===== src/rtl/ths_pkg.sv =====
`timescale 1ns / 1ps

package ths_pkg;

   // grid and fixed-point sizing
   localparam int GRID_SIDE_MAX = 256;
   localparam int FRAC_BITS     = 8;
   localparam int SCALE_FRAC    = 24;
   localparam int SIDE_MIN      = 2;

   localparam int POS_BITS    = 24;
   localparam int UPOS_BITS   = 23;
   localparam int HEIGHT_BITS = 24;
   localparam int SCALE_BITS  = 24;
   localparam int SIDE_BITS   = 9;
   localparam int IDX_BITS    = $clog2(GRID_SIDE_MAX);
   localparam int ADDR_BITS   = 16;
   localparam int GRID_BITS   = UPOS_BITS + SCALE_BITS;
   localparam int INT_BITS    = GRID_BITS - SCALE_FRAC;
   localparam int BLEND_BITS  = HEIGHT_BITS + FRAC_BITS + 2;

   localparam int CSR_IDX_BITS  = 2;
   localparam int CSR_DATA_BITS = 24;

   // half a world unit in Q15.8
   localparam logic [UPOS_BITS-1:0] POS_HALF = UPOS_BITS'(128);

   // opcodes
   localparam logic OP_WRITE = 1'b0;
   localparam logic OP_QUERY = 1'b1;

   // register indexes
   localparam logic [CSR_IDX_BITS-1:0] CSR_INV_SCALE  = 2'd0;
   localparam logic [CSR_IDX_BITS-1:0] CSR_WORLD_SIZE = 2'd1;
   localparam logic [CSR_IDX_BITS-1:0] CSR_GRID_SIDE  = 2'd2;
   localparam logic [CSR_IDX_BITS-1:0] CSR_CAM_HEIGHT = 2'd3;

   // register reset values
   localparam logic [SCALE_BITS-1:0] INV_SCALE_RESET  = SCALE_BITS'(65536);
   localparam logic [UPOS_BITS-1:0]  WORLD_SIZE_RESET = UPOS_BITS'(65536);
   localparam logic [SIDE_BITS-1:0]  GRID_SIDE_RESET  = SIDE_BITS'(GRID_SIDE_MAX);

   // saturation bounds
   localparam logic signed [HEIGHT_BITS-1:0] H_MIN = {1'b1, {(HEIGHT_BITS-1){1'b0}}};
   localparam logic signed [HEIGHT_BITS-1:0] H_MAX = {1'b0, {(HEIGHT_BITS-1){1'b1}}};

   // configuration as seen by the datapath
   typedef struct packed {
      logic        [SCALE_BITS-1:0]  inv_scale;
      logic        [UPOS_BITS-1:0]   world_size;
      logic        [SIDE_BITS-1:0]   side;
      logic        [IDX_BITS-1:0]    side_m1;
      logic signed [HEIGHT_BITS-1:0] cam_height;
   } cfg_type;

   // word leaving the coordinate pipe towards the height store
   typedef struct packed {
      logic                   is_query;
      logic [ADDR_BITS-1:0]   wr_addr;
      logic [HEIGHT_BITS-1:0] wr_data;
      logic [UPOS_BITS-1:0]   px;
      logic [UPOS_BITS-1:0]   pz;
      logic [ADDR_BITS-1:0]   a00;
      logic [ADDR_BITS-1:0]   a10;
      logic [ADDR_BITS-1:0]   a01;
      logic [ADDR_BITS-1:0]   a11;
      logic                   corner;
      logic [FRAC_BITS-1:0]   fx;
      logic [FRAC_BITS-1:0]   fz;
   } addr_word_type;

   // word carrying the four neighbour samples into the blend pipe
   typedef struct packed {
      logic        [UPOS_BITS-1:0]   px;
      logic        [UPOS_BITS-1:0]   pz;
      logic signed [HEIGHT_BITS-1:0] h00;
      logic signed [HEIGHT_BITS-1:0] h10;
      logic signed [HEIGHT_BITS-1:0] h01;
      logic signed [HEIGHT_BITS-1:0] h11;
      logic                          corner;
      logic        [FRAC_BITS-1:0]   fx;
      logic        [FRAC_BITS-1:0]   fz;
   } height_word_type;

endpackage


===== src/rtl/ths_cfg.sv =====
`timescale 1ns / 1ps

module ths_cfg (
   input  logic                                clock,
   input  logic                                reset,
   input  logic                                csr_we,
   input  logic [ths_pkg::CSR_IDX_BITS-1:0]    csr_index,
   input  logic [ths_pkg::CSR_DATA_BITS-1:0]   csr_data,
   output ths_pkg::cfg_type                    cfg
);

   logic        [ths_pkg::SCALE_BITS-1:0]  inv_scale_ff;
   logic        [ths_pkg::UPOS_BITS-1:0]   world_size_ff;
   logic        [ths_pkg::SIDE_BITS-1:0]   side_ff;
   logic        [ths_pkg::SIDE_BITS-1:0]   side_in;
   logic        [ths_pkg::SIDE_BITS-1:0]   side_m1;
   logic signed [ths_pkg::HEIGHT_BITS-1:0] cam_height_ff;

   // grid side held to the supported range on write
   always_comb begin
      side_in = csr_data[ths_pkg::SIDE_BITS-1:0];
      if (side_in < ths_pkg::SIDE_BITS'(ths_pkg::SIDE_MIN)) begin
         side_in = ths_pkg::SIDE_BITS'(ths_pkg::SIDE_MIN);
      end else if (side_in > ths_pkg::SIDE_BITS'(ths_pkg::GRID_SIDE_MAX)) begin
         side_in = ths_pkg::SIDE_BITS'(ths_pkg::GRID_SIDE_MAX);
      end
   end

   // register writes
   always_ff @(posedge clock) begin
      if (reset) begin
         inv_scale_ff  <= ths_pkg::INV_SCALE_RESET;
         world_size_ff <= ths_pkg::WORLD_SIZE_RESET;
         side_ff       <= ths_pkg::GRID_SIDE_RESET;
         cam_height_ff <= '0;
      end else if (csr_we) begin
         unique case (csr_index)
            ths_pkg::CSR_INV_SCALE: begin
               inv_scale_ff <= csr_data[ths_pkg::SCALE_BITS-1:0];
            end
            ths_pkg::CSR_WORLD_SIZE: begin
               world_size_ff <= csr_data[ths_pkg::UPOS_BITS-1:0];
            end
            ths_pkg::CSR_GRID_SIDE: begin
               side_ff <= side_in;
            end
            ths_pkg::CSR_CAM_HEIGHT: begin
               cam_height_ff <= $signed(csr_data[ths_pkg::HEIGHT_BITS-1:0]);
            end
            default: begin
            end
         endcase
      end
   end

   // last valid row or column index
   assign side_m1 = side_ff - ths_pkg::SIDE_BITS'(1);

   assign cfg.inv_scale  = inv_scale_ff;
   assign cfg.world_size = world_size_ff;
   assign cfg.side       = side_ff;
   assign cfg.side_m1    = side_m1[ths_pkg::IDX_BITS-1:0];
   assign cfg.cam_height = cam_height_ff;

endmodule


===== config.mk =====
export PLATFORM = sky130hd
export DESIGN_NAME = ths_cfg
export DESIGN_NICKNAME = d
export VERILOG_FILES = /design/src/rtl/ths_pkg.sv /design/src/rtl/ths_cfg.sv
export SDC_FILE = /design/constraint.sdc
export NUM_CORES = 1
export LEC_CHECK = 0
export ABC_AREA = 1
export BUFFER_PORTS_ARGS = -buffer_cell sky130_fd_sc_hd__buf_2
export CORE_MARGIN = 2
export CORE_UTILIZATION = 52
export CTS_CLUSTER_SIZE = 16
export DETAILED_ROUTE_END_ITERATION = 10
export PLACE_DENSITY = 0.92
export SLEW_MARGIN = 20
export SYNTH_ARGS = -nofsm -noshare
export SYNTH_HDL_FRONTEND = slang
export SYNTH_SLANG_ARGS = --single-unit

===== constraint.sdc =====
create_clock -name clock -period 3.1 [get_ports clock]
set_input_delay 0.31 -clock clock [delete_from_list [all_inputs] [get_ports clock]]
set_output_delay 0.31 -clock clock [all_outputs]
set_load 0.02 [all_outputs]

Word level (Yosys, flattened, before mapping)
Cells that the tools add are included.
{"block": "op_classes", "n_lt_le_gt_ge": 2, "reduce_logical": 5, "addsub": 1, "n_eq_ne": 3, "muxes": 2}
{"cell": "$mux 9", "n": 2}
{"cell": "$gt 9x9->1 const B", "n": 1}
{"cell": "$lt 9x2->1 const B", "n": 1}
{"cell": "$reduce_and 2->1", "n": 4}
{"cell": "$sub 8x1->8 const B", "n": 1}
{"cell": "$eq 2x2->1 const B", "n": 2}
{"cell": "$eq 2x1->1 const B", "n": 1}
{"cell": "$logic_not 2->1", "n": 1}
{"block": "totals", "inputBits": 29, "output_inout_bits": 88, "regBits": 80}

Logic depth before layout (Yosys ltp)
{"block": "depth", "ltp_word": 3, "ltp_mapped": 7, "depth_no_buf": 7}

Worst setup path after synthesis
Ideal clock, no wire load.
{"block": "synth_timing", "kind": "register to output", "startpoint": "reg side_ff[0] (netlist name)", "endpoint": "out cfg[30] (netlist name)", "t_arrival_ps": 1432, "path_slack_ps": 1358, "stages_incl_launch_ff": 6, "path_buffers": 0, "required_ps": 2790, "path_cell_list": "dfxtp_1 > inv_1 > ha_1 > nand2_1 > nor3_1 > xor2_1"}
{"item": "start, declared", "line": "ths_cfg.sv:14", "rtl": "logic [ths_pkg::SIDE_BITS-1:0] side_ff;"}
{"item": "start signal, assigned", "line": "ths_cfg.sv:34", "rtl": "side_ff <= ths_pkg::GRID_SIDE_RESET;"}
{"item": "start signal, assigned", "line": "ths_cfg.sv:45", "rtl": "side_ff <= side_in;"}
{"item": "end, declared", "line": "ths_cfg.sv:9", "rtl": "output ths_pkg::cfg_type cfg"}

==> impl_summary.log <==
INFO  metric clockRootBuffer = sky130_fd_sc_hd__clkbuf_8
INFO  metric grt_antenna_before_repair = 0
INFO  metric setup_repair_after_global_routing_missed_its_margin = false
INFO  metric cts-buffers-inserted = 9
INFO  metric nNetsFinal = 518
INFO  metric boundaryPins = 117
INFO  metric dr_vias_cell = 5.05
INFO  metric groute.usage.overall = 24.3%
INFO  metric synth_area_per_cell = 8.02 um^2
INFO  metric clkLatencyLatePin = 0.32 ns
INFO  metric netlist_instances = 382
INFO  metric postLayoutSetupSlackWorst = 1.17 ns
INFO  metric synth_fa_ha_area_share = 0.408%
INFO  metric synth_cell_types = 29
INFO  metric fp-row-count = 27
INFO  metric drtAntennaViolNets = 0
INFO  metric top_achievable_clock_speed = 519 MHz
INFO  metric maxSlewViolCount = 0
INFO  metric synthArstFlopShare = 0%
INFO  metric cp_num_buf_inv = 2
INFO  metric internal_power = 1.59 mW
INFO  metric hold_buffers = 0
INFO  metric post_synth_and_or_nand_nor_area_fraction = 17.6%
INFO  metric cellPowerDensity = 575 mW/mm^2
INFO  metric placement.io_buffers = 116
INFO  metric final_design_area_no_fill = 0.00381 mm^2
INFO  metric clkSinkCount = 80
INFO  metric synth-compound-area-share = 18.9%
INFO  metric final_util = 68.0%
INFO  metric die-area = 0.00652 mm^2
INFO  metric core_ar = 0.00561 mm^2
INFO  metric setup.worst_path.start_class = flop
INFO  metric muxShareOfSynthArea = 0%
INFO  metric cts_tree = built
INFO  metric r2r_start = side_ff[1]
INFO  metric final_period_minus_worst_setup_slack = 1.93 ns
INFO  metric worstHoldPathType = in -> reg
INFO  metric max_cap_violations = 0
INFO  metric synth-xor-area-share = 1.72%
INFO  metric whs = 0.220 ns
INFO  metric postCtsSetupRepairBufs = 0
INFO  metric synth.cells.most_frequent = sky130_fd_sc_hd__nor2_1 (83), sky130_fd_sc_hd__dfxtp_1 (80), sky130_fd_sc_hd__o21ai_0 (63), sky130_fd_sc_hd__a21oi_1 (32), sky130_fd_sc_hd__inv_1 (32)
INFO  metric clkTransAtPathRegs = 0.08 ns
INFO  metric min-delay-start = csr_data[16]
INFO  metric ir_worst_vdd = 440 uV
INFO  metric biggest_cell_delay_along_the_critical_path = 0.34 ns
INFO  metric timing.critical_path.from = side_ff[0]
INFO  metric static-leakage-power = 1.77 nW
INFO  metric place_inst = 549
INFO  metric post_synth_instance_area = 0.00306 mm^2
INFO  metric dp_hpwl = 5430 um
INFO  metric dr.pass1.iters = 4
INFO  metric synth_enable_flop_cells = 0
INFO  metric ys_dominant_reg_cell = sky130_fd_sc_hd__dfxtp_1
INFO  metric sw_frac_of_total = 27.2%
INFO  metric max_slew.worst_pin.slew = 0.824 ns
INFO  metric cp_slowest_cell = sky130_fd_sc_hd__dfxtp_1
INFO  metric crit_chain = inv_1 -> ha_1 -> nand2_1 -> nor3_1 -> xor2_1 -> buf_2
INFO  metric n_fill_cell = 502
INFO  metric cp-end-kind = primary output
INFO  metric arrival = 1.62 ns
INFO  metric yosysMostFrequentCell = sky130_fd_sc_hd__nor2_1
INFO  metric route.vias.total = 2853
INFO  metric path_delay_family = flip-flops
INFO  metric final-setup-viol-count = 0
INFO  metric p_comb_share = 14.4%
INFO  metric synth_seq_cells = 80
INFO  metric max_slew_margin = 45.0%
INFO  metric antenna_diode_count = 0
INFO  metric initial_core_util = 54.6%
INFO  metric ys_seq_area_share = 52.3%
INFO  metric synth.top_cells.by_area = sky130_fd_sc_hd__dfxtp_1 (52%), sky130_fd_sc_hd__o21ai_0 (10%), sky130_fd_sc_hd__nor2_1 (10%), sky130_fd_sc_hd__a21oi_1 (5.2%), sky130_fd_sc_hd__inv_1 (3.9%)
INFO  metric grt_pass1_vias = 2680
INFO  metric clock_power_share = 35.2%
INFO  metric timing.clock.skew = 0 ns
INFO  metric run_status = finished clean
INFO  metric h-tree-depth = 3
INFO  metric routed_wirelength = 7770 um
INFO  metric synth_top_family_by_area = compound AO/OA/AOI/OAI gates
INFO  metric netlist.top_cell.by_area = sky130_fd_sc_hd__dfxtp_1
INFO  metric post_route_cells_drive_above_1_share = 31.0%
INFO  metric final.period_utilization = 62.2%
INFO  metric pin_count_of_the_biggest_net_entering_global_routing = 73
INFO  metric detail_route.iter0.violations = 142
INFO  metric synth_nets = 412
INFO  metric timing.setup.tns = 0 ns
INFO  metric synthesis_to_layout_area_growth = 24.4%
INFO  metric p_total = 2.19 mW
INFO  metric sequential_power_share = 50.4%
INFO  metric post-synth-top-area-fraction = 52.3%
INFO  metric drcViolationCount = 0
INFO  metric cts-resized-gates = 0
INFO  metric switching_power = 597 uW
INFO  metric clockBufferDepth = 2
INFO  metric crit_type = reg -> out
INFO  metric pre_cts_ws = 1.26 ns
INFO  metric worst-endpoint-required = 2.79 ns
INFO  metric hold_viol = 0
INFO  metric routabilityCongestion = 0.846
INFO  metric synthesis.yosys.warnings = 0
INFO  metric die_height = 80.8 um
INFO  metric path_max_fanout = 4
INFO  metric final_cells = 565
INFO  metric drt-wirelength-per-cell = 13.8 um
INFO  metric grt_pass1_wl = 12300 um
INFO  metric chipWidth = 80.8 um
INFO  metric gr-total-overflow = 0
INFO  metric place_area = 0.00360 mm^2
==> power groups by stage <==
stage                     Combinational (mW)  Clock, mW  Sequential (mW)
after CTS                              0.317      0.785             1.10
after floorplan                        0.142          0             1.19
after global routing                   0.347      0.831             1.11
after detailed placement               0.316          0             1.13
after global placement                 0.306          0             1.13
final                                  0.316      0.771             1.10
==> flip-flops by register name, summed over array words and instances, names as in the netlist <==
| signal | cells |
|---|---|
| inv_scale_ff | 24 |
| cam_height_ff | 24 |
| side_ff | 9 |
| world_size_ff | 23 |
==> worst register-to-register path, stage by stage, from the launching register on <==
cell and delay (ns):
sky130_fd_sc_hd__dfxtp_1 0.36, sky130_fd_sc_hd__inv_1 0.07, sky130_fd_sc_hd__nand2_1 0.06, sky130_fd_sc_hd__nand2_1 0.06, sky130_fd_sc_hd__a21oi_2 0.11
==> worst paths after layout <==
kind                        to  slack (ns)  depth (start not counted)
min          world_size_ff[16]        0.22                          3
min reg2reg   cam_height_ff[7]        0.45                          2
max reg2reg         side_ff[1]        2.37                          4
max                    cfg[30]        1.17                          6
==> layer usage <==
metal | global-route usage (%) | share of wire (%) | vias up
li1 | - | - | 1435
met4 | 10.7 | 0.24 | 0
met1 | 29.4 | 42 | 1315
met3 | 5.78 | 6.3 | 2
met2 | 41.1 | 51 | 101
met5 | 0 | 0 | -
==> logic make-up (layout without fill, tap and decap cells) <==
group           count (synthesis)  count (layout)
flops                          80              80
xor+xnor                        6               6
buf+inv                        58             169
compound gates                110             110
fa+ha+maj                       1               1
simple gates                  127             127
==> area by class of cell <==
type                    instances  area, um^2  area share, %
clock inverters                 5        55.1           1.44
multi-input cells             244        1180           31.1
well taps                      72        90.1           2.36
clock buffers                  11         151           3.97
repair buffers                116         581           15.2
inverters                      37         148           3.87
flip-flops and latches         80        1600           42.0
==> cell usage in the layout (no fill, tap or decap), types with 4 or more instances in the layout <==
cell	count
sky130_fd_sc_hd__buf_2	116
sky130_fd_sc_hd__inv_1	32
sky130_fd_sc_hd__o21ai_0	63
sky130_fd_sc_hd__a21oi_2	7
sky130_fd_sc_hd__clkbuf_8	11
sky130_fd_sc_hd__nand3_1	4
sky130_fd_sc_hd__a21oi_1	32
sky130_fd_sc_hd__nor2_1	83
sky130_fd_sc_hd__dfxtp_1	80
sky130_fd_sc_hd__o21ai_1	7
sky130_fd_sc_hd__nand2_1	29
Note: power is estimated with default switching activity, not from simulation.
