**src/rtl/ths_pkg.sv**
```systemverilog
`timescale 1ns / 1ps

package ths_pkg;

   // grid and fixed-point sizing
   localparam int GRID_SIDE_MAX = 256;
   localparam int FRAC_BITS     = 8;
   localparam int SCALE_FRAC    = 24;
   localparam int SIDE_MIN      = 2;

   localparam int POS_BITS    = 24;
   localparam int UPOS_BITS   = 23;
   localparam int HEIGHT_BITS = 24;
   localparam int SCALE_BITS  = 24;
   localparam int SIDE_BITS   = 9;
   localparam int IDX_BITS    = $clog2(GRID_SIDE_MAX);
   localparam int ADDR_BITS   = 16;
   localparam int GRID_BITS   = UPOS_BITS + SCALE_BITS;
   localparam int INT_BITS    = GRID_BITS - SCALE_FRAC;
   localparam int BLEND_BITS  = HEIGHT_BITS + FRAC_BITS + 2;

   localparam int CSR_IDX_BITS  = 2;
   localparam int CSR_DATA_BITS = 24;

   // half a world unit in Q15.8
   localparam logic [UPOS_BITS-1:0] POS_HALF = UPOS_BITS'(128);

   // opcodes
   localparam logic OP_WRITE = 1'b0;
   localparam logic OP_QUERY = 1'b1;

   // register indexes
   localparam logic [CSR_IDX_BITS-1:0] CSR_INV_SCALE  = 2'd0;
   localparam logic [CSR_IDX_BITS-1:0] CSR_WORLD_SIZE = 2'd1;
   localparam logic [CSR_IDX_BITS-1:0] CSR_GRID_SIDE  = 2'd2;
   localparam logic [CSR_IDX_BITS-1:0] CSR_CAM_HEIGHT = 2'd3;

   // register reset values
   localparam logic [SCALE_BITS-1:0] INV_SCALE_RESET  = SCALE_BITS'(65536);
   localparam logic [UPOS_BITS-1:0]  WORLD_SIZE_RESET = UPOS_BITS'(65536);
   localparam logic [SIDE_BITS-1:0]  GRID_SIDE_RESET  = SIDE_BITS'(GRID_SIDE_MAX);

   // saturation bounds
   localparam logic signed [HEIGHT_BITS-1:0] H_MIN = {1'b1, {(HEIGHT_BITS-1){1'b0}}};
   localparam logic signed [HEIGHT_BITS-1:0] H_MAX = {1'b0, {(HEIGHT_BITS-1){1'b1}}};

   // configuration as seen by the datapath
   typedef struct packed {
      logic        [SCALE_BITS-1:0]  inv_scale;
      logic        [UPOS_BITS-1:0]   world_size;
      logic        [SIDE_BITS-1:0]   side;
      logic        [IDX_BITS-1:0]    side_m1;
      logic signed [HEIGHT_BITS-1:0] cam_height;
   } cfg_type;

   // word leaving the coordinate pipe towards the height store
   typedef struct packed {
      logic                   is_query;
      logic [ADDR_BITS-1:0]   wr_addr;
      logic [HEIGHT_BITS-1:0] wr_data;
      logic [UPOS_BITS-1:0]   px;
      logic [UPOS_BITS-1:0]   pz;
      logic [ADDR_BITS-1:0]   a00;
      logic [ADDR_BITS-1:0]   a10;
      logic [ADDR_BITS-1:0]   a01;
      logic [ADDR_BITS-1:0]   a11;
      logic                   corner;
      logic [FRAC_BITS-1:0]   fx;
      logic [FRAC_BITS-1:0]   fz;
   } addr_word_type;

   // word carrying the four neighbour samples into the blend pipe
   typedef struct packed {
      logic        [UPOS_BITS-1:0]   px;
      logic        [UPOS_BITS-1:0]   pz;
      logic signed [HEIGHT_BITS-1:0] h00;
      logic signed [HEIGHT_BITS-1:0] h10;
      logic signed [HEIGHT_BITS-1:0] h01;
      logic signed [HEIGHT_BITS-1:0] h11;
      logic                          corner;
      logic        [FRAC_BITS-1:0]   fx;
      logic        [FRAC_BITS-1:0]   fz;
   } height_word_type;

endpackage

```
**src/rtl/ths_blend.sv**
```systemverilog
`timescale 1ns / 1ps

module ths_blend (
   input  logic                                   clock,
   input  logic                                   reset,
   input  ths_pkg::cfg_type                       cfg,
   input  logic                                   in_valid,
   output logic                                   in_stall,
   input  ths_pkg::height_word_type               in_word,
   output logic                                   rsp_valid,
   input  logic                                   rsp_stall,
   output logic        [ths_pkg::UPOS_BITS-1:0]   rsp_out_x,
   output logic        [ths_pkg::UPOS_BITS-1:0]   rsp_out_z,
   output logic signed [ths_pkg::HEIGHT_BITS-1:0] rsp_out_y
);

   // floor((a*(S-f) + b*f) / S) written as a*S + (b-a)*f
   function automatic logic signed [ths_pkg::HEIGHT_BITS-1:0] lerp(
      input logic signed [ths_pkg::HEIGHT_BITS-1:0] a,
      input logic signed [ths_pkg::HEIGHT_BITS-1:0] b,
      input logic        [ths_pkg::FRAC_BITS-1:0]   f
   );
      logic signed [ths_pkg::HEIGHT_BITS:0]    diff;
      logic signed [ths_pkg::BLEND_BITS-1:0]   acc;
      diff = $signed({b[ths_pkg::HEIGHT_BITS-1], b}) - $signed({a[ths_pkg::HEIGHT_BITS-1], a});
      acc  = (ths_pkg::BLEND_BITS'(a) <<< ths_pkg::FRAC_BITS)
           + diff * $signed({1'b0, f});
      return acc[ths_pkg::FRAC_BITS +: ths_pkg::HEIGHT_BITS];
   endfunction

   logic v7_ff, v8_ff, v9_ff;
   logic hold7, hold8, hold9;

   logic        [ths_pkg::UPOS_BITS-1:0]   s7_px_ff;
   logic        [ths_pkg::UPOS_BITS-1:0]   s7_pz_ff;
   logic signed [ths_pkg::HEIGHT_BITS-1:0] s7_bottom_ff;
   logic signed [ths_pkg::HEIGHT_BITS-1:0] s7_top_ff;
   logic                                   s7_corner_ff;
   logic        [ths_pkg::FRAC_BITS-1:0]   s7_fz_ff;

   logic        [ths_pkg::UPOS_BITS-1:0]   s8_px_ff;
   logic        [ths_pkg::UPOS_BITS-1:0]   s8_pz_ff;
   logic signed [ths_pkg::HEIGHT_BITS-1:0] s8_h_ff;

   logic signed [ths_pkg::HEIGHT_BITS:0]   sum;
   logic signed [ths_pkg::HEIGHT_BITS-1:0] y_in;

   logic        [ths_pkg::UPOS_BITS-1:0]   s9_px_ff;
   logic        [ths_pkg::UPOS_BITS-1:0]   s9_pz_ff;
   logic signed [ths_pkg::HEIGHT_BITS-1:0] s9_y_ff;

   // the output register frees as soon as its word is taken
   assign hold9    = v9_ff & rsp_stall;
   assign hold8    = v8_ff & hold9;
   assign hold7    = v7_ff & hold8;
   assign in_stall = hold7;

   always_ff @(posedge clock) begin
      if (reset) begin
         v7_ff <= 1'b0;
         v8_ff <= 1'b0;
         v9_ff <= 1'b0;
      end else begin
         if (!hold7) v7_ff <= in_valid;
         if (!hold8) v8_ff <= v7_ff;
         if (!hold9) v9_ff <= v8_ff;
      end
   end

   // stage 7: blend along x on both rows; a corner word keeps h00 as its bottom value
   always_ff @(posedge clock) begin
      if (!hold7) begin
         s7_px_ff     <= in_word.px;
         s7_pz_ff     <= in_word.pz;
         s7_bottom_ff <= in_word.corner ? in_word.h00
                                        : lerp(in_word.h00, in_word.h10, in_word.fx);
         s7_top_ff    <= lerp(in_word.h01, in_word.h11, in_word.fx);
         s7_corner_ff <= in_word.corner;
         s7_fz_ff     <= in_word.fz;
      end
   end

   // stage 8: blend between rows, corner sample passes straight
   always_ff @(posedge clock) begin
      if (!hold8) begin
         s8_px_ff <= s7_px_ff;
         s8_pz_ff <= s7_pz_ff;
         s8_h_ff  <= s7_corner_ff ? s7_bottom_ff : lerp(s7_bottom_ff, s7_top_ff, s7_fz_ff);
      end
   end

   // stage 9: add camera height and saturate
   assign sum = $signed({s8_h_ff[ths_pkg::HEIGHT_BITS-1], s8_h_ff})
              + $signed({cfg.cam_height[ths_pkg::HEIGHT_BITS-1], cfg.cam_height});

   always_comb begin
      if (sum[ths_pkg::HEIGHT_BITS] != sum[ths_pkg::HEIGHT_BITS-1]) begin
         y_in = sum[ths_pkg::HEIGHT_BITS] ? ths_pkg::H_MIN : ths_pkg::H_MAX;
      end else begin
         y_in = sum[ths_pkg::HEIGHT_BITS-1:0];
      end
   end

   always_ff @(posedge clock) begin
      if (!hold9) begin
         s9_px_ff <= s8_px_ff;
         s9_pz_ff <= s8_pz_ff;
         s9_y_ff  <= y_in;
      end
   end

   assign rsp_valid = v9_ff;
   assign rsp_out_x = s9_px_ff;
   assign rsp_out_z = s9_pz_ff;
   assign rsp_out_y = s9_y_ff;

endmodule

```
**config.mk**
```make
export PLATFORM = sky130hd
export DESIGN_NAME = ths_blend
export DESIGN_NICKNAME = d
export VERILOG_FILES = /design/src/rtl/ths_pkg.sv /design/src/rtl/ths_blend.sv
export SDC_FILE = /design/constraint.sdc
export NUM_CORES = 2
export LEC_CHECK = 0
export BUFFER_PORTS_ARGS = -buffer_cell sky130_fd_sc_hd__buf_2
export CELL_PAD_IN_SITES_DETAIL_PLACEMENT = 0
export CELL_PAD_IN_SITES_GLOBAL_PLACEMENT = 1
export CORE_MARGIN = 3
export CORE_UTILIZATION = 49
export CTS_BUF_LIST = sky130_fd_sc_hd__clkbuf_8
export DETAILED_ROUTE_END_ITERATION = 10
export HOLD_SLACK_MARGIN = 0.02
export PLACE_DENSITY = 0.9
export REMOVE_ABC_BUFFERS = 1
export SYNTH_ARGS = -nofsm -noshare
export SYNTH_HDL_FRONTEND = slang
export SYNTH_SLANG_ARGS = --single-unit
```
**constraint.sdc**
```tcl
create_clock -name clock -period 10.3 [get_ports clock]
set_input_delay 1.03 -clock clock [delete_from_list [all_inputs] [get_ports clock]]
set_output_delay 1.03 -clock clock [all_outputs]
set_load 0.05 [all_outputs]
```
======== After elaboration in Yosys (flattened, before gate mapping) ========
Index checks and enable logic that the tools add are counted.
word-level totals
  input bits .............................. 251
  register bits ........................... 246
  logic and storage cells ................. 33
  output and inout port bits .............. 72
cells by class
  $add $sub $neg .......................... 7
  bitwise gates (word level) .............. 3
  muxes and demuxes ....................... 4
  equality and inequality tests ........... 1
  multipliers ............................. 3
operators by type and width
  operator                      count
  adder 32 bit                  3
  multiplier 25 x 9 -> 32 bit   3
  2-to-1 mux 24 bit             4
  subtractor 24 x 24 -> 25 bit  3
  adder 24 x 24 -> 25 bit       1
  bitwise AND 1 bit             3
  != test 1 bit                 1

======== Longest topological paths before layout ========
  depth in word-level cells ............... 4
  mapped depth ............................ 32
  depth with buffers taken out ............ 32

======== Least setup slack after synthesis ========
Ideal clock, no wire load.
  kind .................................... in2reg
  start ................................... in in_word[17] in the netlist's numbering
  end ..................................... reg s7_top_ff[23] in the netlist's numbering (data pin)
  library setup time ...................... 0.258 ns
  path buffers ............................ 0
  data arrival time ....................... 8.203 ns
  cell stages on the path ................. 30
  slack ................................... 1.840 ns
  cells stage by stage .................... inv_1 ha_1 fa_1 nor2b_1 o21a_1 a311o_1 a41oi_1 o22a_1 a211oi_1 a21oi_1 xnor2_1 nand2_1 fa_1 inv_1 fa_1 fa_1 fa_1 inv_1 fa_1 inv_1 ha_1 a2111oi_0 o211ai_1 a22o_1 o311ai_1 a21oi_1 o41ai_2 o2111ai_1 xnor2_1 xnor2_1
between the ends
  word-level cells in the longest chain between the ends .. 3
RTL lines
  item                          line             source
  from (decl)                   ths_blend.sv:9   input ths_pkg::height_word_type in_word,
  subtractor 24 x 24 -> 25 bit  ths_blend.sv:25  diff = $signed({b[ths_pkg::HEIGHT_BITS-1], b}) - $signed({a[ths_pkg::HEIGHT_BITS-1], a});
  multiplier 25 x 9 -> 32 bit   ths_blend.sv:27  + diff * $signed({1'b0, f});
  adder 32 bit                  ths_blend.sv:27
  to (signal assigned)          ths_blend.sv:77  s7_top_ff <= lerp(in_word.h01, in_word.h11, in_word.fx);
  to (decl)                     ths_blend.sv:37  logic signed [ths_pkg::HEIGHT_BITS-1:0] s7_top_ff;
No other way between the ends.
A chain may end at the register's enable or synchronous reset.

======== Worst setup path after layout ========
  start ................................... reg s7_bottom_ff[1] in the netlist's numbering
  end ..................................... reg s8_h_ff[23] in the netlist's numbering (data pin)
between the ends
  word-level cells in the longest chain between the ends .. 4
RTL lines
  item                          line             source
  from (decl)                   ths_blend.sv:36  logic signed [ths_pkg::HEIGHT_BITS-1:0] s7_bottom_ff;
  from (signal assigned)        ths_blend.sv:75  s7_bottom_ff <= in_word.corner ? in_word.h00
  subtractor 24 x 24 -> 25 bit  ths_blend.sv:25
  multiplier 25 x 9 -> 32 bit   ths_blend.sv:27
  adder 32 bit (*)              ths_blend.sv:27
  2-to-1 mux 24 bit (*)         ths_blend.sv:88  s8_h_ff <= s7_corner_ff ? s7_bottom_ff : lerp(s7_bottom_ff, s7_top_ff, s7_fz_ff);
  to (signal assigned)          ths_blend.sv:88
  to (decl)                     ths_blend.sv:43  logic signed [ths_pkg::HEIGHT_BITS-1:0] s8_h_ff;
Mark *: on every way between the ends. The rest lies on a longest branch, timed or not.

==> impl_metrics.toml <==
[run_status]
outcome = "finished clean"

[drt]
vias_per_cell = 5.22
detail_route.iter0.violations = 1223
vias = 23449
first_pass_iters = 5
drc_errors = 0
wl_per_cell_um = 17.5
ant_nets = 0
wl_um = 78700

[synthesis]
syn-cell-area_mm2 = 0.0332
synth_ff_type = "edfxtp_1"
ys_warn_count = 0
ys_top_cells_by_count = "685 x inv_1, 523 x fa_1, 373 x nand2_1"
synth.distinct_cells = 77
ys_seq_area_share_pct = 22.2
yosysMostFrequentCell = "inv_1"
synth_edf_count = 243
avgSynthCellArea_um2 = 9.93
synth-seq-cells = 246
synth_top_area_cell = "fa_1"
synthTopCellsByArea = "fa_1 32%, edfxtp_1 22%, ha_1 11%, inv_1 7.8%, and2_1 5.3%"
synth_top_area_share_pct = 31.6
syn-instance-count = 3342
async_reset_ff_share_pct = 0

[finish]
drive_gt1_share_pct = 10.5
nNetsFinal = 4647
syn2layout_area_growth_pct = 9.38

[cts]
cts_resized = 0
cts_tree = "yes"
root_buffer = "clkbuf_8"
hold_buffers = 0
clkTransAtPathRegs_ns = 0.06
clk_latency_ns = 0.61
numCtsBuffers = 42
post_cts_buffers = 0
ctsLongestPathBuffers = 3
htreeDepth = 2
cts.sinks = 246

[die]
die-area_mm2 = 0.0709
die_y_um = 266
coreArea_mm2 = 0.0665
initial_utilization_pct = 49.9
boundaryPins = 323
fp-row-count = 94
die_x_um = 266

[critical_path]
worstPathRequired_ns = 10.63
r2r_start = "s7_bottom_ff[1]$_DFFE_PN_"
cp_slowest_cell = "a211oi_1"
regToRegSetupSlack_ns = 1.02
worst-path-max-fanout = 8
worst_setup_path_end_kind = "flip-flop"
arrival_ns = 9.61
cpPeakStageDelay_ns = 0.73
critical_path_class = "flip-flop to flip-flop"
critPathLaunch = "s7_bottom_ff[1]$_DFFE_PN_"
r2r-end = "s8_h_ff[23]$_DFFE_PN_"
rr_worst_depth = 29
start_kind = "flip-flop"
crit_top_cell = "fa_1"
crit_end = "s8_h_ff[23]$_DFFE_PN_"

[hold_path]
hold_class = "flip-flop to flip-flop"

[place]
globalplace.congestion = 0.878
dpl.hpwl_um = 65000
portBuffers = 258

[grt]
overflow = 0
antenna_found_initial = 2
grt_max_degree = 65
grt_pass1_wl_um = 126000
grt.total_usage_pct = 22.6
grt_pass1_vias = 24230

[sta]
finalMaxSlewViolations = 0
clock_skew_ns = 0.0325
fin_crit_ns = 9.28
hold_viol = 0
maxSlewHeadroom_pct = 23.6
tightest_slew_ns = 1.14
fmax_mhz = 108
fin_crit_sh_pct = 90.1
rsz0062_at_grt = "false"
fin_setup_tns_ns = 0
finalSetupViolCount = 0

[run]
drv_cap = 0
==> layout make-up <==
type	count	area, um2
clock buffers	43	592
flip-flops and latches	246	7360
repair buffers	285	1490
inverters	686	2570
well taps	864	1080
multi-input cells	2333	23000
diodes	3	7.51
clock inverters	35	203
fillers	5834	30200
==> per-layer routing <==
metal  share of wire (%)  GRT usage [%]
met3                 4.6           2.26
met5                   0              0
met1                  43           29.7
met4                 2.7           6.30
met2                  50           39.8
==> flip-flops by register name, summed over array words and instances (netlist names), 23 cells and up <==
name and count:
rsp_out_x 23, rsp_out_y 24, rsp_out_z 23, s7_bottom_ff 24, s7_px_ff 23, s7_pz_ff 23
s7_top_ff 24, s8_h_ff 24, s8_px_ff 23, s8_pz_ff 23
==> logic make-up (layout without fill, tap and decap cells) <==
logic type                 count (synthesis)  in the layout  share of synthesized area [%]
AOI/OAI and AO/OA                        411            411                           8.49
xor gates and xnor gates                 139            139                           3.67
other                                      0              3                              0
DFF                                      246            246                           22.2
adders and majority gates                802            802                           42.1
muxes                                     10             10                          0.321
and+or+nand+nor                          971            971                           14.6
buffers and inverters                    763           1049                           8.63
==> worst min path at each step <==
stage / from / to / slack (ns) / cells past startpoint
finish: s7_pz_ff[22]$_DFFE_PN_ / s8_pz_ff[22]$_DFFE_PN_ / 0.41 / 0
global placement: s8_pz_ff[7]$_DFFE_PN_ / rsp_out_z[7]$_DFFE_PN_ / 0.40 / 0
floorplan: s8_px_ff[0]$_DFFE_PN_ / rsp_out_x[0]$_DFFE_PN_ / 0.40 / 0
CTS: s7_pz_ff[22]$_DFFE_PN_ / s8_pz_ff[22]$_DFFE_PN_ / 0.41 / 0
global route: s7_px_ff[7]$_DFFE_PN_ / s8_px_ff[7]$_DFFE_PN_ / 0.42 / 0
detailed placement: s8_pz_ff[13]$_DFFE_PN_ / rsp_out_z[13]$_DFFE_PN_ / 0.40 / 0
==> metrics by stage <==
stage	std cells	util, %	area (um2)	worst slack [ns]	hold slack, ns
2_1_floorplan	3265	-	32900	1.84	0.400
3_3_place_gp	4414	53.4	35500	0.674	0.400
5_1_grt	4494	54.6	36300	0.357	0.420
6_report	4495	54.6	36300	1.02	0.411
3_5_place_dp	4414	53.4	35500	0.616	0.405
4_1_cts	4492	54.6	36300	1.10	0.405
==> cell usage in the layout, fill, tap and decap left out, types with 27 or more instances in the layout <==
cell and count:
inv_1 697, fa_1 523, nand2_1 371, and2_1 280, ha_1 279, buf_2 258, edfxtp_1 243, xnor2_1 100
a21oi_1 90, nor2_1 85, o21ai_0 73, a21o_1 60, nor2b_1 50, o21a_1 45, nor3_1 45, clkbuf_8 43
xor2_1 39, nand2b_1 37, nand3_1 36, buf_4 27
==> critical path: cells and delay by family (launching register included) <==
family          cells  cell delay [ns]
flops               1             0.50
compound gates     12             3.24
simple gates        3             0.79
buf+inv             4             0.30
xor+xnor            3             1.00
fa+ha+maj           7             3.15
Power is not shown: default switching activity piles up to over one toggle a cycle in this logic, so the estimate is an artifact.
