===== config.mk =====
export PLATFORM = sky130hd
export DESIGN_NAME = ths_coord
export DESIGN_NICKNAME = d
export VERILOG_FILES = /design/src/rtl/ths_pkg.sv /design/src/rtl/ths_coord.sv
export SDC_FILE = /design/constraint.sdc
export NUM_CORES = 2
export LEC_CHECK = 0
export ABC_AREA = 1
export BUFFER_PORTS_ARGS = -buffer_cell sky130_fd_sc_hd__buf_4
export CAP_MARGIN = 5
export CORE_ASPECT_RATIO = 1.5
export CORE_MARGIN = 4
export CORE_UTILIZATION = 50
export DETAILED_ROUTE_END_ITERATION = 10
export PLACE_DENSITY = 0.7
export SLEW_MARGIN = 5
export SYNTH_ARGS = -nofsm -noshare
export SYNTH_HDL_FRONTEND = slang
export SYNTH_SLANG_ARGS = --single-unit

===== constraint.sdc =====
create_clock -name clock -period 16 [get_ports clock]
set_clock_uncertainty 0.15 [all_clocks]
set_input_delay 1.6 -clock clock [delete_from_list [all_inputs] [get_ports clock]]
set_output_delay 1.6 -clock clock [all_outputs]
set_load 0.005 [all_outputs]

===== src/rtl/ths_pkg.sv =====
`timescale 1ns / 1ps

package ths_pkg;

   // grid and fixed-point sizing
   localparam int GRID_SIDE_MAX = 256;
   localparam int FRAC_BITS     = 8;
   localparam int SCALE_FRAC    = 24;
   localparam int SIDE_MIN      = 2;

   localparam int POS_BITS    = 24;
   localparam int UPOS_BITS   = 23;
   localparam int HEIGHT_BITS = 24;
   localparam int SCALE_BITS  = 24;
   localparam int SIDE_BITS   = 9;
   localparam int IDX_BITS    = $clog2(GRID_SIDE_MAX);
   localparam int ADDR_BITS   = 16;
   localparam int GRID_BITS   = UPOS_BITS + SCALE_BITS;
   localparam int INT_BITS    = GRID_BITS - SCALE_FRAC;
   localparam int BLEND_BITS  = HEIGHT_BITS + FRAC_BITS + 2;

   localparam int CSR_IDX_BITS  = 2;
   localparam int CSR_DATA_BITS = 24;

   // half a world unit in Q15.8
   localparam logic [UPOS_BITS-1:0] POS_HALF = UPOS_BITS'(128);

   // opcodes
   localparam logic OP_WRITE = 1'b0;
   localparam logic OP_QUERY = 1'b1;

   // register indexes
   localparam logic [CSR_IDX_BITS-1:0] CSR_INV_SCALE  = 2'd0;
   localparam logic [CSR_IDX_BITS-1:0] CSR_WORLD_SIZE = 2'd1;
   localparam logic [CSR_IDX_BITS-1:0] CSR_GRID_SIDE  = 2'd2;
   localparam logic [CSR_IDX_BITS-1:0] CSR_CAM_HEIGHT = 2'd3;

   // register reset values
   localparam logic [SCALE_BITS-1:0] INV_SCALE_RESET  = SCALE_BITS'(65536);
   localparam logic [UPOS_BITS-1:0]  WORLD_SIZE_RESET = UPOS_BITS'(65536);
   localparam logic [SIDE_BITS-1:0]  GRID_SIDE_RESET  = SIDE_BITS'(GRID_SIDE_MAX);

   // saturation bounds
   localparam logic signed [HEIGHT_BITS-1:0] H_MIN = {1'b1, {(HEIGHT_BITS-1){1'b0}}};
   localparam logic signed [HEIGHT_BITS-1:0] H_MAX = {1'b0, {(HEIGHT_BITS-1){1'b1}}};

   // configuration as seen by the datapath
   typedef struct packed {
      logic        [SCALE_BITS-1:0]  inv_scale;
      logic        [UPOS_BITS-1:0]   world_size;
      logic        [SIDE_BITS-1:0]   side;
      logic        [IDX_BITS-1:0]    side_m1;
      logic signed [HEIGHT_BITS-1:0] cam_height;
   } cfg_type;

   // word leaving the coordinate pipe towards the height store
   typedef struct packed {
      logic                   is_query;
      logic [ADDR_BITS-1:0]   wr_addr;
      logic [HEIGHT_BITS-1:0] wr_data;
      logic [UPOS_BITS-1:0]   px;
      logic [UPOS_BITS-1:0]   pz;
      logic [ADDR_BITS-1:0]   a00;
      logic [ADDR_BITS-1:0]   a10;
      logic [ADDR_BITS-1:0]   a01;
      logic [ADDR_BITS-1:0]   a11;
      logic                   corner;
      logic [FRAC_BITS-1:0]   fx;
      logic [FRAC_BITS-1:0]   fz;
   } addr_word_type;

   // word carrying the four neighbour samples into the blend pipe
   typedef struct packed {
      logic        [UPOS_BITS-1:0]   px;
      logic        [UPOS_BITS-1:0]   pz;
      logic signed [HEIGHT_BITS-1:0] h00;
      logic signed [HEIGHT_BITS-1:0] h10;
      logic signed [HEIGHT_BITS-1:0] h01;
      logic signed [HEIGHT_BITS-1:0] h11;
      logic                          corner;
      logic        [FRAC_BITS-1:0]   fx;
      logic        [FRAC_BITS-1:0]   fz;
   } height_word_type;

endpackage


===== src/rtl/ths_coord.sv =====
`timescale 1ns / 1ps

module ths_coord (
   input  logic                                   clock,
   input  logic                                   reset,
   input  ths_pkg::cfg_type                       cfg,
   input  logic                                   req_valid,
   output logic                                   req_stall,
   input  logic                                   req_opcode,
   input  logic        [ths_pkg::ADDR_BITS-1:0]   req_sample_index,
   input  logic signed [ths_pkg::HEIGHT_BITS-1:0] req_sample_value,
   input  logic signed [ths_pkg::POS_BITS-1:0]    req_cam_x,
   input  logic signed [ths_pkg::POS_BITS-1:0]    req_cam_z,
   output logic                                   out_valid,
   input  logic                                   out_stall,
   output ths_pkg::addr_word_type                 out_word
);

   // clamp one camera coordinate into the world
   function automatic logic [ths_pkg::UPOS_BITS-1:0] clamp_coord(
      input logic signed [ths_pkg::POS_BITS-1:0]  c,
      input logic        [ths_pkg::UPOS_BITS-1:0] ws
   );
      logic [ths_pkg::UPOS_BITS-1:0] r;
      if (c[ths_pkg::POS_BITS-1]) begin
         r = '0;
      end else if (c[ths_pkg::UPOS_BITS-1:0] >= ws) begin
         r = (ws >= ths_pkg::POS_HALF) ? ws - ths_pkg::POS_HALF : '0;
      end else begin
         r = c[ths_pkg::UPOS_BITS-1:0];
      end
      return r;
   endfunction

   logic v1_ff, v2_ff, v3_ff, v4_ff, v5_ff;
   logic hold1, hold2, hold3, hold4, hold5;

   logic                                 s1_query_ff;
   logic [ths_pkg::ADDR_BITS-1:0]        s1_index_ff;
   logic [ths_pkg::HEIGHT_BITS-1:0]      s1_value_ff;
   logic signed [ths_pkg::POS_BITS-1:0]  s1_x_ff;
   logic signed [ths_pkg::POS_BITS-1:0]  s1_z_ff;

   logic                                 s2_query_ff;
   logic [ths_pkg::ADDR_BITS-1:0]        s2_index_ff;
   logic [ths_pkg::HEIGHT_BITS-1:0]      s2_value_ff;
   logic [ths_pkg::UPOS_BITS-1:0]        s2_px_ff;
   logic [ths_pkg::UPOS_BITS-1:0]        s2_pz_ff;

   logic                                 s3_query_ff;
   logic [ths_pkg::ADDR_BITS-1:0]        s3_index_ff;
   logic [ths_pkg::HEIGHT_BITS-1:0]      s3_value_ff;
   logic [ths_pkg::UPOS_BITS-1:0]        s3_px_ff;
   logic [ths_pkg::UPOS_BITS-1:0]        s3_pz_ff;
   logic [ths_pkg::GRID_BITS-1:0]        s3_gx_ff;
   logic [ths_pkg::GRID_BITS-1:0]        s3_gz_ff;

   logic [ths_pkg::INT_BITS-1:0]         ix;
   logic [ths_pkg::INT_BITS-1:0]         iz;
   logic                                 edge_x;
   logic                                 edge_z;
   logic [ths_pkg::IDX_BITS-1:0]         cx_in;
   logic [ths_pkg::IDX_BITS-1:0]         cz_in;

   logic                                 s4_query_ff;
   logic [ths_pkg::ADDR_BITS-1:0]        s4_index_ff;
   logic [ths_pkg::HEIGHT_BITS-1:0]      s4_value_ff;
   logic [ths_pkg::UPOS_BITS-1:0]        s4_px_ff;
   logic [ths_pkg::UPOS_BITS-1:0]        s4_pz_ff;
   logic [ths_pkg::IDX_BITS-1:0]         s4_cx_ff;
   logic [ths_pkg::IDX_BITS-1:0]         s4_cz_ff;
   logic                                 s4_corner_ff;
   logic [ths_pkg::FRAC_BITS-1:0]        s4_fx_ff;
   logic [ths_pkg::FRAC_BITS-1:0]        s4_fz_ff;

   logic [ths_pkg::IDX_BITS+ths_pkg::SIDE_BITS-1:0] row_base;
   logic [ths_pkg::IDX_BITS+ths_pkg::SIDE_BITS-1:0] base_sum;
   ths_pkg::addr_word_type               s5_in;
   ths_pkg::addr_word_type               s5_ff;

   // a stage holds its word while the stage after it is held
   assign hold5     = v5_ff & out_stall;
   assign hold4     = v4_ff & hold5;
   assign hold3     = v3_ff & hold4;
   assign hold2     = v2_ff & hold3;
   assign hold1     = v1_ff & hold2;
   assign req_stall = hold1;

   // valid bits
   always_ff @(posedge clock) begin
      if (reset) begin
         v1_ff <= 1'b0;
         v2_ff <= 1'b0;
         v3_ff <= 1'b0;
         v4_ff <= 1'b0;
         v5_ff <= 1'b0;
      end else begin
         if (!hold1) v1_ff <= req_valid;
         if (!hold2) v2_ff <= v1_ff;
         if (!hold3) v3_ff <= v2_ff;
         if (!hold4) v4_ff <= v3_ff;
         if (!hold5) v5_ff <= v4_ff;
      end
   end

   // stage 1: input register
   always_ff @(posedge clock) begin
      if (!hold1) begin
         s1_query_ff <= (req_opcode == ths_pkg::OP_QUERY);
         s1_index_ff <= req_sample_index;
         s1_value_ff <= req_sample_value;
         s1_x_ff     <= req_cam_x;
         s1_z_ff     <= req_cam_z;
      end
   end

   // stage 2: clamp into the world
   always_ff @(posedge clock) begin
      if (!hold2) begin
         s2_query_ff <= s1_query_ff;
         s2_index_ff <= s1_index_ff;
         s2_value_ff <= s1_value_ff;
         s2_px_ff    <= clamp_coord(s1_x_ff, cfg.world_size);
         s2_pz_ff    <= clamp_coord(s1_z_ff, cfg.world_size);
      end
   end

   // stage 3: scale to grid units
   always_ff @(posedge clock) begin
      if (!hold3) begin
         s3_query_ff <= s2_query_ff;
         s3_index_ff <= s2_index_ff;
         s3_value_ff <= s2_value_ff;
         s3_px_ff    <= s2_px_ff;
         s3_pz_ff    <= s2_pz_ff;
         s3_gx_ff    <= ths_pkg::GRID_BITS'(s2_px_ff) * ths_pkg::GRID_BITS'(cfg.inv_scale);
         s3_gz_ff    <= ths_pkg::GRID_BITS'(s2_pz_ff) * ths_pkg::GRID_BITS'(cfg.inv_scale);
      end
   end

   // stage 4: split into grid index and fraction, hold at the far edge
   assign ix     = s3_gx_ff[ths_pkg::GRID_BITS-1:ths_pkg::SCALE_FRAC];
   assign iz     = s3_gz_ff[ths_pkg::GRID_BITS-1:ths_pkg::SCALE_FRAC];
   assign edge_x = ix >= ths_pkg::INT_BITS'(cfg.side_m1);
   assign edge_z = iz >= ths_pkg::INT_BITS'(cfg.side_m1);
   assign cx_in  = edge_x ? cfg.side_m1 : ix[ths_pkg::IDX_BITS-1:0];
   assign cz_in  = edge_z ? cfg.side_m1 : iz[ths_pkg::IDX_BITS-1:0];

   always_ff @(posedge clock) begin
      if (!hold4) begin
         s4_query_ff  <= s3_query_ff;
         s4_index_ff  <= s3_index_ff;
         s4_value_ff  <= s3_value_ff;
         s4_px_ff     <= s3_px_ff;
         s4_pz_ff     <= s3_pz_ff;
         s4_cx_ff     <= cx_in;
         s4_cz_ff     <= cz_in;
         s4_corner_ff <= edge_x | edge_z;
         s4_fx_ff     <= s3_gx_ff[ths_pkg::SCALE_FRAC-1 -: ths_pkg::FRAC_BITS];
         s4_fz_ff     <= s3_gz_ff[ths_pkg::SCALE_FRAC-1 -: ths_pkg::FRAC_BITS];
      end
   end

   // stage 5: store addresses of the four neighbours
   assign row_base = s4_cz_ff * cfg.side;
   assign base_sum = row_base + (ths_pkg::IDX_BITS + ths_pkg::SIDE_BITS)'(s4_cx_ff);

   always_comb begin
      s5_in.is_query = s4_query_ff;
      s5_in.wr_addr  = s4_index_ff;
      s5_in.wr_data  = s4_value_ff;
      s5_in.px       = s4_px_ff;
      s5_in.pz       = s4_pz_ff;
      s5_in.a00      = base_sum[ths_pkg::ADDR_BITS-1:0];
      s5_in.a10      = s5_in.a00 + ths_pkg::ADDR_BITS'(1);
      s5_in.a01      = s5_in.a00 + ths_pkg::ADDR_BITS'(cfg.side);
      s5_in.a11      = s5_in.a01 + ths_pkg::ADDR_BITS'(1);
      s5_in.corner   = s4_corner_ff;
      s5_in.fx       = s4_fx_ff;
      s5_in.fz       = s4_fz_ff;
   end

   always_ff @(posedge clock) begin
      if (!hold5) begin
         s5_ff <= s5_in;
      end
   end

   assign out_valid = v5_ff;
   assign out_word  = s5_ff;

endmodule


[Word level (Yosys, flattened, before mapping)]
Cells that the tools add are included.
Storage, ports and cells
  flip-flop bits (word level): 650
  word-level logic and storage cells: 68
Cells by class
  $add $sub $neg: 5
  multipliers: 3
  order comparisons: 5
  multiplexer cells: 5
  bitwise gates (word level): 6
Operator list (number)
  $mul 23x24->47: 2
  $mux 23: 3
  $ge 23x23->1: 2
  $ge 23x8->1: 2
  $add 16x1->16 const B: 2
  $ge 23x8->1 const B: 1
  $sub 23x8->23 const B: 1
  $add 16x8->16: 1
  $add 16x9->16: 1
  $mul 8x9->16: 1
  $mux 8: 2
  $and 1x1->1: 5
  $or 1x1->1: 1

[Depth between registers and ports, before layout]
  depth in word-level cells: 5
  mapped depth: 32

[Worst setup path after synthesis]
OpenSTA, ideal clock, no wires.
  path kind: input -> register
  start point: in out_stall
  end point: reg s1_index_ff[0] (netlist name) (enable)
  setup time: 0.444 ns
  data arrival time: 14.747 ns
  slack: 0.659 ns
  cell stages on the path: 9
  path buffers: 0
  cells stage by stage: nand2_1 nor2_1 inv_1 nor2_1 inv_1 nor2_1 inv_1 nor2_1 inv_1
Between the ends
  cells in the longest elaborated chain, start to end: 5
RTL lines
  start: declaration: line ths_coord.sv:15  | input logic out_stall,
  $and 1x1->1: line ths_coord.sv:82  | assign hold5 = v5_ff & out_stall;
  $and 1x1->1: line ths_coord.sv:83  | assign hold4 = v4_ff & hold5;
  $and 1x1->1: line ths_coord.sv:84  | assign hold3 = v3_ff & hold4;
  $and 1x1->1: line ths_coord.sv:85  | assign hold2 = v2_ff & hold3;
  $and 1x1->1: line ths_coord.sv:86  | assign hold1 = v1_ff & hold2;
  named net req_stall: line ths_coord.sv:8  | output logic req_stall,
  end signal: assignment: line ths_coord.sv:110  | s1_index_ff <= req_sample_index;
  end: declaration: line ths_coord.sv:39  | logic [ths_pkg::ADDR_BITS-1:0] s1_index_ff;
The timed path passes the listed nets, and every way through them passes these cells.
A chain may end at the register's enable or synchronous reset.

[Worst setup path in the final report]
  start point: in cfg[70] (netlist name)
  end point: reg s3_gz_ff[46] (netlist name) (data pin)
Between the ends
  cells in the longest elaborated chain, start to end: 1
RTL lines
  start: declaration: line ths_coord.sv:6  | input ths_pkg::cfg_type cfg,
  $mul 23x24->47: line ths_coord.sv:137  | s3_gz_ff <= ths_pkg::GRID_BITS'(s2_pz_ff) * ths_pkg::GRID_BITS'(cfg.inv_scale);
  end signal: assignment: line ths_coord.sv:137
  end: declaration: line ths_coord.sv:56  | logic [ths_pkg::GRID_BITS-1:0] s3_gz_ff;
Every way passes these cells.

==> metrics <==
status complete, no violations; GRT met1 Usage a little over a quarter; share of cells above drive strength 1 ~7.4%; Post-synth top flop edfxtp_1; die area ~130000 um2; clk buf depth 3; delay-heaviest family, CP adder cells; actual slew at the worst max-slew pin 1.48 ns; DRT iter0 DRCs about 2600; Die Ht around 440 um; synthesized area per cell about 9.3 um2; dominant cell type by area after synthesis fa_1; Core Region approximately 120000 um2; first-pass GRT wire length 268 mm; top cells by area, synth fa_1, edfxtp_1, inv_1; EDFF count, synth around 610; slowest library cell on the worst path fa_1; ANT nets after route 0; Clock Pin Slew Worst Setup and Hold Paths 0.08 ns; WP data required 16.24 ns; top achievable clock speed approximately 0.12 GHz; Setup CP Type in2reg; Pre-antenna DRT Iters 10; DRT Wirelength approximately 170 mm; critical path endpoint category register; post-synthesis sequential area ratio roughly 29%; number of gates resized after CTS 0; largest net degree at the start of global routing 96; Vias 45169; Worst Path Buf+Inv 7; Worst-Skew Late Latency 0.67 ns; fin nets about 8500; IO Pins 351; CTS root buf clkbuf_16; H-Tree Depth 2; post-DP HPWL roughly 130 mm; slowest cell delay on critical path about 0.54 ns; vias in the first global route approximately 50000; met3 global-route usage under 10%; CP startpoint kind input port; Crit Path Max Fanout 24; post-CTS setup buffer count 0; CTS sink cnt 618; final instance area around 70000 um2; all-layer global routing usage between 20% and 30%; RePlAce Congestion 0.944; commonest non-fill, non-tap cell in the layout inv_1; RSZ-0062 raised after global routing false; CTS Hold Bufs 0; Port Buffers ~330; Mapped Nets between 8000 and 9000; Relative slew margins 1.17%; Final min period between 8 and 9 ns; setup TNS 0 ns; DP Area between 60000 and 70000 um2; Gate Count Post-Synth between 6000 and 7000; GR Overflow Total 0; post-synth cell types between 40 and 50; CP Data Arrival Time between 8 and 9 ns; Yosys warning total 0; top-area cell type share of the netlist area 30.8%; gr busiest metal met2; Final Hold Fails 0; final setup violation count 0; synthesis-to-layout area growth 9.39%; cell repeated most along the worst path fa_1; Num CTS Buffers between 50 and 60; most frequent cells in the layout inv_1, nand2_1, fa_1, edfxtp_1, ha_1; TritonCTS clock tree built; Final Cycle Share roughly half; GR Util met2 around 51%; initial antenna violation count 3; Avg Vias per Cell 5.25; DRC errors left 0; Mapped Area 62800 um2; Synth async-reset ratio 0%; Initial Util between 50% and 60%; Std-Cell Rows ~160; die span in x 297 um; post-DR wirelength/cell between 15 and 20 um; number of synthesized register bits just over 600; HP Class reg2reg; Final Max Tran Viols 0; MaxCap Viol Count 0
## path summary, 6_finish.rpt
path                                                  from                 endpoint  slack [ns]  cells after the start
worst max-delay path                               cfg[70]   s3_gz_ff[46]$_DFFE_PN_        7.76                     25
worst min-delay path                s4_pz_ff[20]$_DFFE_PN_  out_word[101]$_DFFE_PN_        0.23                      0
worst max register to register  s2_pz_ff[17]$_SDFFCE_PP0N_   s3_gz_ff[41]$_DFFE_PN_        8.35                     20
worst min register to register      s4_pz_ff[20]$_DFFE_PN_  out_word[101]$_DFFE_PN_        0.23                      0
## worst register-to-register path: stages (launching register included)
cell,delay [ns]
edfxtp_1,1.34
nand2_1,0.23
fa_1,0.59
inv_1,0.06
fa_1,0.55
fa_1,0.44
fa_1,0.53
fa_1,0.44
fa_1,0.50
inv_1,0.06
fa_1,0.48
inv_1,0.06
ha_1,0.35
a21oi_1,0.21
o21a_1,0.15
inv_1,0.06
a21oi_1,0.26
o21ai_0,0.14
a21oi_1,0.41
o21ai_0,0.20
xor2_1,0.17
## synth_stat cells, drive strengths merged, types with 2 or more instances
master	count
and3	2
buf	56
fa	966
o21ai	119
o211ai	5
a21o	18
a31oi	15
o21a	12
nor3	29
nand3b	3
nor3b	2
o21bai	9
nand2	1684
nand3	109
ha	450
and2	2
clkbuf	189
nand4	37
a21boi	2
a211oi	8
inv	1867
nor2	260
edfxtp	613
dfxtp	5
a21oi	177
xnor2	33
xor2	61
nor4	18
## registers in the layout, summed over array words and instances, names as in the netlist, 24 cells and up
name / cells
s3_gx_ff: 31
out_word: 168
s3_gz_ff: 31
s1_value_ff: 24
s3_value_ff: 24
s4_value_ff: 24
s1_z_ff: 24
s2_value_ff: 24
s1_x_ff: 24
## metal layers
metal / wire length (um) / vias up
met4: 11800 / 0
met1: 57500 / 22382
met3: 8850 / 699
met2: 93200 / 1661
met5: 0 / -
li1: - / 20427
## area by class of cell
cell class	instances	area, um2
Clock buffer	73	1510
Sequential cell	618	18500
Fill cell	11184	56200
Antenna cell	2	5.00
Tap cell	1610	2010
Inverter	1867	7020
Timing Repair Buffer	377	2830
Multi-Input combinational cell	4028	36400
Clock inverter	36	448
## stage by stage
step / hold slack, ns / std cells / utilization, % / setup slack [ns]
2_1_floorplan: 0.250 / 6758 / - / 0.659
3_3_place_gp: 0.250 / 8500 / 53.5 / 7.12
3_5_place_dp: 0.255 / 8500 / 53.5 / 7.13
4_1_cts: 0.229 / 8609 / 55.0 / 7.79
5_1_grt: 0.233 / 8611 / 55.0 / 7.44
6_report: 0.226 / 8611 / 55.0 / 7.76
## logic make-up after synthesis
logic type	share of synthesized area (%)
and+or+nand+nor	13.6
buffers and inverters	12.6
adders and majority gates	39.7
DFF	29.5
AOI/OAI and AO/OA	3.24
xor gates and xnor gates	1.32
Power is left out: the tool's default activity adds up to more than one toggle a clock period on the data nets, which glitch-free logic cannot reach.
